File: src/hw/rtl/smx_pkg.sv
// Shared types and constants for the stack machine executor.
// No dependencies; every other file imports this package.
package smx_pkg;

  localparam int unsigned StackDepth   = 64;
  localparam int unsigned DataWidth    = 32;
  localparam int unsigned FuncWidth    = 3;
  localparam int unsigned OperandWidth = 32;
  localparam int unsigned ValueWidth   = 32;
  localparam int unsigned DepthWidth   = 7;
  localparam int unsigned StatusWidth  = 2;
  localparam int unsigned SpWidth      = $clog2(StackDepth + 1);
  localparam int unsigned AddrWidth    = $clog2(StackDepth);
  localparam int unsigned DivCntWidth  = $clog2(DataWidth);

  typedef enum logic [FuncWidth-1:0] {
    FUNC_PUSH = 3'd0,
    FUNC_POP  = 3'd1,
    FUNC_ADD  = 3'd2,
    FUNC_SUB  = 3'd3,
    FUNC_MUL  = 3'd4,
    FUNC_DIV  = 3'd5
  } func_e;

  typedef enum logic [StatusWidth-1:0] {
    STS_OK    = 2'd0,
    STS_UNDER = 2'd1,
    STS_OVER  = 2'd2,
    STS_DIVZ  = 2'd3
  } status_e;

  // controller -> datapath
  typedef struct packed {
    logic load;
    logic exec;
    logic div_start;
    logic div_take;
    logic commit;
  } smx_cmd_t;

  // datapath -> controller
  typedef struct packed {
    logic needs_div;
    logic div_done;
  } smx_sts_t;

endpackage

File: src/hw/rtl/smx_req_if.sv
// Request channel: valid/ready handshake carrying one instruction.
// Depends on smx_pkg.
interface smx_req_if
  import smx_pkg::*;
();
  logic                           valid;
  logic                           ready;
  logic [FuncWidth-1:0]           func;
  logic signed [OperandWidth-1:0] operand;

  modport source (output valid, func, operand, input ready);
  modport sink   (input valid, func, operand, output ready);
endinterface

File: src/hw/rtl/smx_rsp_if.sv
// Response channel: valid/ready handshake carrying one instruction result.
// Depends on smx_pkg.
interface smx_rsp_if
  import smx_pkg::*;
();
  logic                         valid;
  logic                         ready;
  logic signed [ValueWidth-1:0] value;
  logic [DepthWidth-1:0]        depth;
  logic [StatusWidth-1:0]       status;

  modport source (output valid, value, depth, status, input ready);
  modport sink   (input valid, value, depth, status, output ready);
endinterface

File: src/hw/rtl/smx_div.sv
// Iterative signed divider, one quotient bit per cycle, truncating toward zero.
// Depends on smx_pkg.
module smx_div
  import smx_pkg::*;
(
  input  logic                 clk_i,
  input  logic                 rst_ni,
  input  logic                 start_i,
  input  logic [DataWidth-1:0] dividend_i,
  input  logic [DataWidth-1:0] divisor_i,
  output logic                 done_o,
  output logic [DataWidth-1:0] quotient_o
);

  logic                   busy_q;
  logic                   done_q;
  logic [DivCntWidth-1:0] cnt_q;
  logic [DataWidth-1:0]   rem_q;
  logic [DataWidth-1:0]   dvd_q;
  logic [DataWidth-1:0]   dsr_q;
  logic                   neg_q;

  logic [DataWidth:0]     rem_sh;
  logic                   qbit;
  logic [DataWidth:0]     rem_sub;
  logic [DataWidth-1:0]   mag_a;
  logic [DataWidth-1:0]   mag_b;

  assign mag_a   = dividend_i[DataWidth-1] ? (~dividend_i + 1'b1) : dividend_i;
  assign mag_b   = divisor_i[DataWidth-1]  ? (~divisor_i + 1'b1)  : divisor_i;
  assign rem_sh  = {rem_q, dvd_q[DataWidth-1]};
  assign rem_sub = rem_sh - {1'b0, dsr_q};
  assign qbit    = ~rem_sub[DataWidth];

  always_ff @(posedge clk_i or negedge rst_ni) begin
    if (!rst_ni) begin
      busy_q <= 1'b0;
      done_q <= 1'b0;
      cnt_q  <= '0;
    end else begin
      done_q <= 1'b0;
      if (start_i) begin
        busy_q <= 1'b1;
        cnt_q  <= DivCntWidth'(DataWidth - 1);
      end else if (busy_q) begin
        cnt_q <= cnt_q - 1'b1;
        if (cnt_q == '0) begin
          busy_q <= 1'b0;
          done_q <= 1'b1;
        end
      end
    end
  end

  always_ff @(posedge clk_i) begin
    if (start_i) begin
      rem_q <= '0;
      dvd_q <= mag_a;
      dsr_q <= mag_b;
      neg_q <= dividend_i[DataWidth-1] ^ divisor_i[DataWidth-1];
    end else if (busy_q) begin
      rem_q <= qbit ? rem_sub[DataWidth-1:0] : rem_sh[DataWidth-1:0];
      dvd_q <= {dvd_q[DataWidth-2:0], qbit};
    end
  end

  assign done_o     = done_q;
  assign quotient_o = neg_q ? (~dvd_q + 1'b1) : dvd_q;

endmodule

File: src/hw/rtl/smx_datapath.sv
// Datapath: stack memory, cached top of stack, ALU, result register, divider.
// Depends on smx_pkg and smx_div; driven by smx_ctrl commands.
module smx_datapath
  import smx_pkg::*;
(
  input  logic                    clk_i,
  input  logic                    rst_ni,
  input  smx_cmd_t                cmd_i,
  output smx_sts_t                sts_o,
  input  logic [FuncWidth-1:0]    func_i,
  input  logic [OperandWidth-1:0] operand_i,
  output logic [ValueWidth-1:0]   value_o,
  output logic [DepthWidth-1:0]   depth_o,
  output logic [StatusWidth-1:0]  status_o
);

  // entries below the top live in mem; the top itself is held in top_q
  logic [DataWidth-1:0]   mem [StackDepth];
  logic [DataWidth-1:0]   rdata_q;

  logic [SpWidth-1:0]     sp_q, sp_d;
  logic [DataWidth-1:0]   top_q, top_d;
  logic [FuncWidth-1:0]   func_q;
  logic [DataWidth-1:0]   opnd_q;
  logic [DataWidth-1:0]   res_q;
  logic [ValueWidth-1:0]  value_q, value_d;
  logic [DepthWidth-1:0]  depth_q;
  logic [StatusWidth-1:0] status_q;

  status_e                sts;
  logic                   is_empty;
  logic                   has_two;
  logic                   is_full;
  logic [DataWidth-1:0]   top_or0;
  logic                   mem_we;
  logic [AddrWidth-1:0]   waddr;
  logic [AddrWidth-1:0]   raddr;
  logic                   div_done;
  logic [DataWidth-1:0]   div_quo;
  logic [DataWidth-1:0]   opnd_ext;

  assign is_empty = (sp_q == '0);
  assign has_two  = (sp_q >= SpWidth'(2));
  assign is_full  = (sp_q >= SpWidth'(StackDepth));
  assign top_or0  = is_empty ? '0 : top_q;
  assign raddr    = AddrWidth'(sp_q - SpWidth'(2));
  assign waddr    = AddrWidth'(sp_q - SpWidth'(1));
  assign opnd_ext = DataWidth'(signed'(operand_i));

  always_comb begin
    sts = STS_OK;
    unique case (func_e'(func_q))
      FUNC_PUSH: if (is_full) sts = STS_OVER;
      FUNC_POP:  if (is_empty) sts = STS_UNDER;
      FUNC_ADD, FUNC_SUB, FUNC_MUL: if (!has_two) sts = STS_UNDER;
      FUNC_DIV: begin
        if (!has_two) sts = STS_UNDER;
        else if (top_q == '0) sts = STS_DIVZ;
      end
      default: sts = STS_OK;
    endcase
  end

  // commit values
  always_comb begin
    sp_d    = sp_q;
    top_d   = top_q;
    mem_we  = 1'b0;
    value_d = ValueWidth'(top_or0);
    unique case (func_e'(func_q))
      FUNC_PUSH: begin
        if (sts == STS_OK) begin
          sp_d    = sp_q + SpWidth'(1);
          top_d   = opnd_q;
          mem_we  = !is_empty;
          value_d = ValueWidth'(opnd_q);
        end
      end
      FUNC_POP: begin
        if (sts == STS_OK) begin
          sp_d    = sp_q - SpWidth'(1);
          top_d   = rdata_q;
          value_d = ValueWidth'(top_q);
        end else begin
          value_d = '0;
        end
      end
      FUNC_ADD, FUNC_SUB, FUNC_MUL, FUNC_DIV: begin
        if (sts == STS_OK) begin
          sp_d    = sp_q - SpWidth'(1);
          top_d   = res_q;
          value_d = ValueWidth'(res_q);
        end
      end
      default: ;
    endcase
  end

  always_ff @(posedge clk_i or negedge rst_ni) begin
    if (!rst_ni) begin
      sp_q <= '0;
    end else if (cmd_i.commit) begin
      sp_q <= sp_d;
    end
  end

  always_ff @(posedge clk_i) begin
    if (mem_we && cmd_i.commit) begin
      mem[waddr] <= top_q;
    end
    rdata_q <= mem[raddr];
  end

  always_ff @(posedge clk_i) begin
    if (cmd_i.load) begin
      func_q <= func_i;
      opnd_q <= opnd_ext;
    end
    if (cmd_i.exec) begin
      unique case (func_e'(func_q))
        FUNC_ADD: res_q <= rdata_q + top_q;
        FUNC_SUB: res_q <= rdata_q - top_q;
        FUNC_MUL: res_q <= DataWidth'(rdata_q * top_q);
        default:  res_q <= res_q;
      endcase
    end else if (cmd_i.div_take) begin
      res_q <= div_quo;
    end
    if (cmd_i.commit) begin
      top_q    <= top_d;
      value_q  <= value_d;
      depth_q  <= DepthWidth'(sp_d);
      status_q <= sts;
    end
  end

  smx_div u_div (
    .clk_i      (clk_i),
    .rst_ni     (rst_ni),
    .start_i    (cmd_i.div_start),
    .dividend_i (rdata_q),
    .divisor_i  (top_q),
    .done_o     (div_done),
    .quotient_o (div_quo)
  );

  assign sts_o.needs_div = (func_e'(func_q) == FUNC_DIV) && (sts == STS_OK);
  assign sts_o.div_done  = div_done;

  assign value_o  = value_q;
  assign depth_o  = depth_q;
  assign status_o = status_q;

endmodule

File: src/hw/rtl/smx_ctrl.sv
// Controller: sequences one instruction at a time and owns the response valid.
// Depends on smx_pkg; commands smx_datapath.
module smx_ctrl
  import smx_pkg::*;
(
  input  logic     clk_i,
  input  logic     rst_ni,
  input  logic     req_valid_i,
  output logic     req_ready_o,
  output logic     rsp_valid_o,
  input  logic     rsp_ready_i,
  input  smx_sts_t sts_i,
  output smx_cmd_t cmd_o
);

  typedef enum logic [1:0] {
    ST_IDLE,
    ST_EXEC,
    ST_DIV,
    ST_FIN
  } state_e;

  state_e state_q, state_d;
  logic   out_valid_q, out_valid_d;
  logic   out_free;

  assign out_free = !out_valid_q || rsp_ready_i;

  always_comb begin
    cmd_o           = '0;
    cmd_o.load      = (state_q == ST_IDLE) && req_valid_i;
    cmd_o.exec      = (state_q == ST_EXEC);
    cmd_o.div_start = (state_q == ST_EXEC) && sts_i.needs_div;
    cmd_o.div_take  = (state_q == ST_DIV) && sts_i.div_done;
    cmd_o.commit    = (state_q == ST_FIN) && out_free;
  end

  always_comb begin
    state_d     = state_q;
    out_valid_d = out_valid_q && !rsp_ready_i;
    unique case (state_q)
      ST_IDLE: if (req_valid_i) state_d = ST_EXEC;
      ST_EXEC: state_d = sts_i.needs_div ? ST_DIV : ST_FIN;
      ST_DIV:  if (sts_i.div_done) state_d = ST_FIN;
      ST_FIN: begin
        if (out_free) begin
          state_d     = ST_IDLE;
          out_valid_d = 1'b1;
        end
      end
      default: state_d = ST_IDLE;
    endcase
  end

  always_ff @(posedge clk_i or negedge rst_ni) begin
    if (!rst_ni) begin
      state_q     <= ST_IDLE;
      out_valid_q <= 1'b0;
    end else begin
      state_q     <= state_d;
      out_valid_q <= out_valid_d;
    end
  end

  assign req_ready_o = (state_q == ST_IDLE);
  assign rsp_valid_o = out_valid_q;

endmodule

File: src/hw/rtl/stack_machine_executor_core.sv
// Stack machine executor, top level: controller plus datapath.
// Depends on smx_pkg, smx_req_if, smx_rsp_if, smx_ctrl, smx_datapath.
//
// Usage:
//   req_i carries one instruction per request (func, operand); rsp_o returns
//   exactly one result per request (value, depth, status), in order.
//   Requests are taken one at a time: req_i.ready is high only while the
//   core is idle.
//   The response becomes valid when the result is committed, after the
//   EXEC and FIN states; a division also waits in the DIV state for the
//   one-bit-per-cycle divider. A new request is taken only once the
//   previous one has been committed and the core is back in IDLE.
//   Results sit in an output register, so the next request is accepted
//   and worked on while a response waits; if the receiver stalls, the
//   core holds the finished result of that next request until the
//   register drains, and stops taking requests.
//   Reset empties the stack (depth 0); stack contents need no clearing.
//   Errors (underflow, overflow, divide by zero) leave the stack untouched.
module stack_machine_executor_core
  import smx_pkg::*;
(
  input  logic       clk_i,
  input  logic       rst_ni,
  smx_req_if.sink    req_i,
  smx_rsp_if.source  rsp_o
);

  smx_cmd_t cmd;
  smx_sts_t sts;

  smx_ctrl u_ctrl (
    .clk_i       (clk_i),
    .rst_ni      (rst_ni),
    .req_valid_i (req_i.valid),
    .req_ready_o (req_i.ready),
    .rsp_valid_o (rsp_o.valid),
    .rsp_ready_i (rsp_o.ready),
    .sts_i       (sts),
    .cmd_o       (cmd)
  );

  smx_datapath u_dp (
    .clk_i     (clk_i),
    .rst_ni    (rst_ni),
    .cmd_i     (cmd),
    .sts_o     (sts),
    .func_i    (req_i.func),
    .operand_i (req_i.operand),
    .value_o   (rsp_o.value),
    .depth_o   (rsp_o.depth),
    .status_o  (rsp_o.status)
  );

endmodule

File: src/flat_wrapper.sv
// flat-port wrapper written by rule: the top's interface ports become plain ports
module stack_machine_executor_core_flat import smx_pkg::*;
  (clk_i, rst_ni, req_i_valid, req_i_func, req_i_operand, req_i_ready, rsp_o_valid, rsp_o_value, rsp_o_depth, rsp_o_status, rsp_o_ready);
  smx_req_if req_i_i ();
  smx_rsp_if rsp_o_i ();
  input  logic clk_i;
  input  logic rst_ni;
  input wire logic [$bits(req_i_i.valid)-1:0] req_i_valid;
  input wire logic [$bits(req_i_i.func)-1:0] req_i_func;
  input wire logic [$bits(req_i_i.operand)-1:0] req_i_operand;
  output wire logic [$bits(req_i_i.ready)-1:0] req_i_ready;
  output wire logic [$bits(rsp_o_i.valid)-1:0] rsp_o_valid;
  output wire logic [$bits(rsp_o_i.value)-1:0] rsp_o_value;
  output wire logic [$bits(rsp_o_i.depth)-1:0] rsp_o_depth;
  output wire logic [$bits(rsp_o_i.status)-1:0] rsp_o_status;
  input wire logic [$bits(rsp_o_i.ready)-1:0] rsp_o_ready;
  assign req_i_i.valid = req_i_valid;
  assign req_i_i.func = req_i_func;
  assign req_i_i.operand = req_i_operand;
  assign req_i_ready = req_i_i.ready;
  assign rsp_o_valid = rsp_o_i.valid;
  assign rsp_o_value = rsp_o_i.value;
  assign rsp_o_depth = rsp_o_i.depth;
  assign rsp_o_status = rsp_o_i.status;
  assign rsp_o_i.ready = rsp_o_ready;
  stack_machine_executor_core u_core (.clk_i(clk_i), .rst_ni(rst_ni), .req_i(req_i_i), .rsp_o(rsp_o_i));
endmodule
File: config.mk
export PLATFORM = sky130hd
export DESIGN_NAME = stack_machine_executor_core_flat
export DESIGN_NICKNAME = d
export VERILOG_FILES = /design/src/hw/rtl/smx_pkg.sv /design/src/hw/rtl/smx_req_if.sv /design/src/hw/rtl/smx_rsp_if.sv /design/src/hw/rtl/smx_div.sv /design/src/hw/rtl/smx_datapath.sv /design/src/hw/rtl/smx_ctrl.sv /design/src/hw/rtl/stack_machine_executor_core.sv /design/src/flat_wrapper.sv
export SDC_FILE = /design/constraint.sdc
export NUM_CORES = 2
export LEC_CHECK = 0
export BUFFER_PORTS_ARGS = -buffer_cell sky130_fd_sc_hd__clkbuf_2
export CAP_MARGIN = 30
export CORE_MARGIN = 1.5
export CORE_UTILIZATION = 50
export CTS_CLUSTER_DIAMETER = 150
export DETAILED_ROUTE_END_ITERATION = 10
export HOLD_SLACK_MARGIN = 0.15
export PLACE_DENSITY = 0.76
export RECOVER_POWER = 50
export SYNTH_ARGS = -nofsm -noshare
export SYNTH_HDL_FRONTEND = slang
export SYNTH_SLANG_ARGS = --single-unit
File: constraint.sdc
create_clock -name clk_i -period 23.8 [get_ports clk_i]
set_input_delay 4.76 -clock clk_i [delete_from_list [all_inputs] [get_ports clk_i]]
set_output_delay 4.76 -clock clk_i [all_outputs]
set_load 0.005 [all_outputs]
==> impl_metrics.py <==
metrics = {
    "run_status": {
        "status": "complete, but fails checks",
        "violations": "capacitance limit, slew limit",
    },
    "die": {
        "core_um2": 222000,
        "rows": 173,
        "die_area_um2": 225000,
        "dieHeight_um": 475,
        "initial_core_util_pct": 50.2,
        "io_pins": 82,
        "die_w_um": 475,
    },
    "flow_run": {
        "max_cap_viol_count": 68,
    },
    "yosys": {
        "yosysTopAreaCellShare_pct": 60.8,
        "synthCells": 6651,
        "yosysWarnings": 0,
        "synth_top_flop_cell": "edfxtp_1",
        "seq_area_frac_synth_pct": 62.3,
        "syn_nets": 7304,
        "ys_ff_latch": 2334,
        "yosysTopAreaCell": "edfxtp_1",
        "synth_area_um2": 111000,
        "avgSynthCellArea_um2": 16.7,
        "synthTopCellsByArea": "edfxtp_1 61%, mux4_2 13%, fa_1 7.4%, ha_1 2.3%, and2_1 1.8%",
        "synth-edff-count": 2253,
        "async_flop_share_pct": 0.728,
        "synthDistinctLibCells": 89,
    },
    "cts": {
        "ctsHoldBuffers": 0,
        "htreeDepth": 4,
        "cts_buffer_depth": 3,
        "clkLatencyLatePin_ns": 0.91,
        "cts_buffers": 223,
        "cts_setup_buffers": 0,
        "tritoncts": "yes",
        "clkTransAtPathRegs_ns": 0.06,
        "clock-root-buffer": "clkbuf_16",
        "cts.sinks": 2334,
        "post_cts_resize_count": 0,
    },
    "cells_and_area": {
        "final_layout_size_suffix_gt1_share_pct": 19.0,
        "area_growth_pct": 11.5,
        "fillerInstances": 16289,
        "finalNetCount": 7438,
    },
    "worst_setup_path": {
        "critPathMaxFanout": 60,
        "regToRegEndpoint": "u_core.u_dp.u_div.dvd_q[0]",
        "regToRegSetupSlack_ns": 10.92,
        "cp-end-kind": "flop",
        "worstSetupPathType": "reg -> reg",
        "r2r-start": "u_core.u_dp.top_q[18]",
        "crit_arrival_ns": 13.50,
        "cp.required_ns": 24.42,
        "start_kind": "flop",
        "r2r_cells": 13,
    },
    "timing": {
        "max_freq_mhz": 77.7,
        "finalHoldViolations": 0,
        "worstMarginPinSlew_ns": 4.74,
        "slew_violations": 3091,
        "tns_ns": 0,
        "period_share_pct": 54.1,
        "setup_violations": 0,
        "rsz0062_at_grt": "no",
        "fin_skew_ns": 0.0620,
        "slew_headroom_pct": -216,
        "period_needed_ns": 12.88,
    },
    "placement": {
        "dp_hpwl_mm": 200,
        "port_buffers": 81,
        "place_congestion": 0.977,
    },
    "global_route": {
        "overflow": 0,
        "grt_pass1_wl_mm": 472,
        "antenna_found_initial": 25,
        "grt_max_degree": 98,
        "grt_pass1_vias": 64421,
        "globalRouteTotalUtil_pct": 29.4,
    },
    "min_path": {
        "min_to": "u_core.u_dp.u_div.rem_q[28]",
        "hold_depth": 2,
        "hold_class": "reg -> reg",
        "worstHoldStart": "u_core.u_dp.u_div.rem_q[27]",
    },
    "route": {
        "first_pass_iters": 6,
        "drt-total-wl_mm": 332,
        "drt_iter0_markers": 9426,
        "wl_per_cell_um": 33.3,
        "drc": 0,
        "viasPerCell": 6.53,
        "ant_nets": 0,
        "vias": 65062,
    },
}
sequential cells by signal, summed over array words and instances, names as in the netlist, 2 cells and up:
| name | cells |
|---|---|
| u_core.u_ctrl.state_q | 2 |
| u_core.u_dp.depth_o | 7 |
| u_core.u_dp.func_q | 3 |
| u_core.u_dp.mem | 2048 |
| u_core.u_dp.opnd_q | 32 |
| u_core.u_dp.rdata_q | 32 |
| u_core.u_dp.res_q | 32 |
| u_core.u_dp.sp_q | 7 |
| u_core.u_dp.status_o | 2 |
| u_core.u_dp.top_q | 32 |
| u_core.u_dp.u_div.cnt_q | 5 |
| u_core.u_dp.u_div.dsr_q | 32 |
| u_core.u_dp.u_div.dvd_q | 32 |
| u_core.u_dp.u_div.rem_q | 32 |
| u_core.u_dp.value_o | 32 |
final cells by class:
class / count / area (um2) / share of cell area, %
diodes: 12 / 30.0 / 0.0242
repair buffers: 291 / 2750 / 2.21
multi-input cells: 3473 / 39200 / 31.6
flip-flops and latches: 2334 / 69400 / 55.9
clock buffers: 263 / 5750 / 4.63
inverters: 462 / 1730 / 1.40
clock inverters: 158 / 1570 / 1.26
well taps: 2975 / 3720 / 3.00
cells by family (layout without fill, tap and decap cells):
logic type      Yosys count  in the layout  synth area share, %
flops                  2334           2334                 62.3
simple gates           1236           1236                 5.51
buf+inv                 844           1174                 2.91
mux                     705            705                 13.8
compound gates          663            663                 3.82
fa+ha+maj               614            614                 9.67
xor+xnor                255            255                 2.02
other cells               0             12                    0
cells in the mapped netlist, types with 8 or more instances:
cell type	number
edfxtp_1	2253
buf_1	77
nand4_1	9
mux2i_1	38
or3_1	31
o31ai_1	33
a31oi_1	21
buf_2	36
nand2_1	522
o41ai_1	10
nand3b_1	8
a22o_1	25
a21oi_1	135
o21a_1	17
and3_1	11
nor2b_1	23
o21ai_0	188
nand2b_1	19
or4_1	13
xor2_1	110
xnor2_1	144
a211oi_1	22
and2_1	316
o21bai_1	10
a21o_1	31
clkbuf_1	264
nor4_1	10
ha_1	204
o211ai_1	19
a22oi_1	66
dfxtp_1	64
o21ai_1	19
nor2_1	163
dfrtp_1	17
inv_1	460
nand3_1	30
mux4_2	660
nor3_1	28
fa_1	410
layout by cell type (no fill, tap or decap), types with 22 or more instances in the layout:
cell	n
xnor2_1	142
nand3_1	29
dfxtp_1	64
xor2_1	109
nor2b_1	23
a22o_1	25
a211oi_1	22
fa_1	410
nor3_1	27
clkbuf_1	120
clkbuf_16	224
nand2_1	522
buf_4	65
buf_12	53
o21ai_0	200
nor2_4	64
edfxtp_1	2253
clkinv_2	44
ha_1	202
a21o_1	31
bufinv_16	23
a21oi_1	135
clkbuf_2	71
mux4_2	660
inv_1	460
a22oi_1	66
clkinv_1	48
o31ai_1	33
nor2_1	97
or3_1	31
mux2i_1	38
and2_1	313
worst max-delay path: stages, from the launching register on:
cell and delay, ns:
edfxtp_1 0.37, clkbuf_1 2.21, clkbuf_1 2.18, nor3_1 0.32
nand4_1 0.33, nor4_1 0.14, a221oi_1 0.39, clkbuf_1 0.43
or2_0 0.19, clkbuf_1 1.50, nand4_1 1.78, clkbuf_1 1.32
inv_2 1.12, o21ai_0 0.20
layer usage:
layer,vias up,wire [um],global-route usage [%]
met3,1010,39100,7.43
met4,26,22700,15.6
met5,-,167,0
li1,25444,-,-
met1,33569,115000,38.2
met2,5013,155000,45.8
how the worst max path moves through the flow:
stage | start | endpoint | slack, ns
after floorplan | rsp_o_ready | u_core.u_dp.mem[36][0] | 15.41
after global placement | u_core.u_dp.top_q[2] | u_core.u_dp.res_q[31] | 15.14
after detailed placement | u_core.u_dp.top_q[7] | u_core.u_dp.res_q[30] | 15.25
after CTS | u_core.u_dp.top_q[7] | u_core.u_dp.res_q[30] | 15.22
after global routing | u_core.u_dp.top_q[18] | u_core.u_dp.u_div.dvd_q[0] | 10.59
final | u_core.u_dp.top_q[18] | u_core.u_dp.u_div.dvd_q[0] | 10.92
per-stage QoR:
step / area, um2 / setup slack (ns) / hold WS (ns) / util (%) / std cells
2_1_floorplan: 111000 / 15.41 / 0.463 / - / 6651
4_1_cts: 124000 / 15.22 / 0.504 / 56.1 / 9950
6_report: 124000 / 10.92 / 0.510 / 56.0 / 9968
3_3_place_gp: 116000 / 15.14 / 0.484 / 52.1 / 9461
5_1_grt: 124000 / 10.59 / 0.536 / 56.0 / 9957
3_5_place_dp: 117000 / 15.25 / 0.502 / 52.8 / 9529
Power is not shown: default switching activity piles up to over one toggle a cycle in this logic, so the estimate is an artifact.
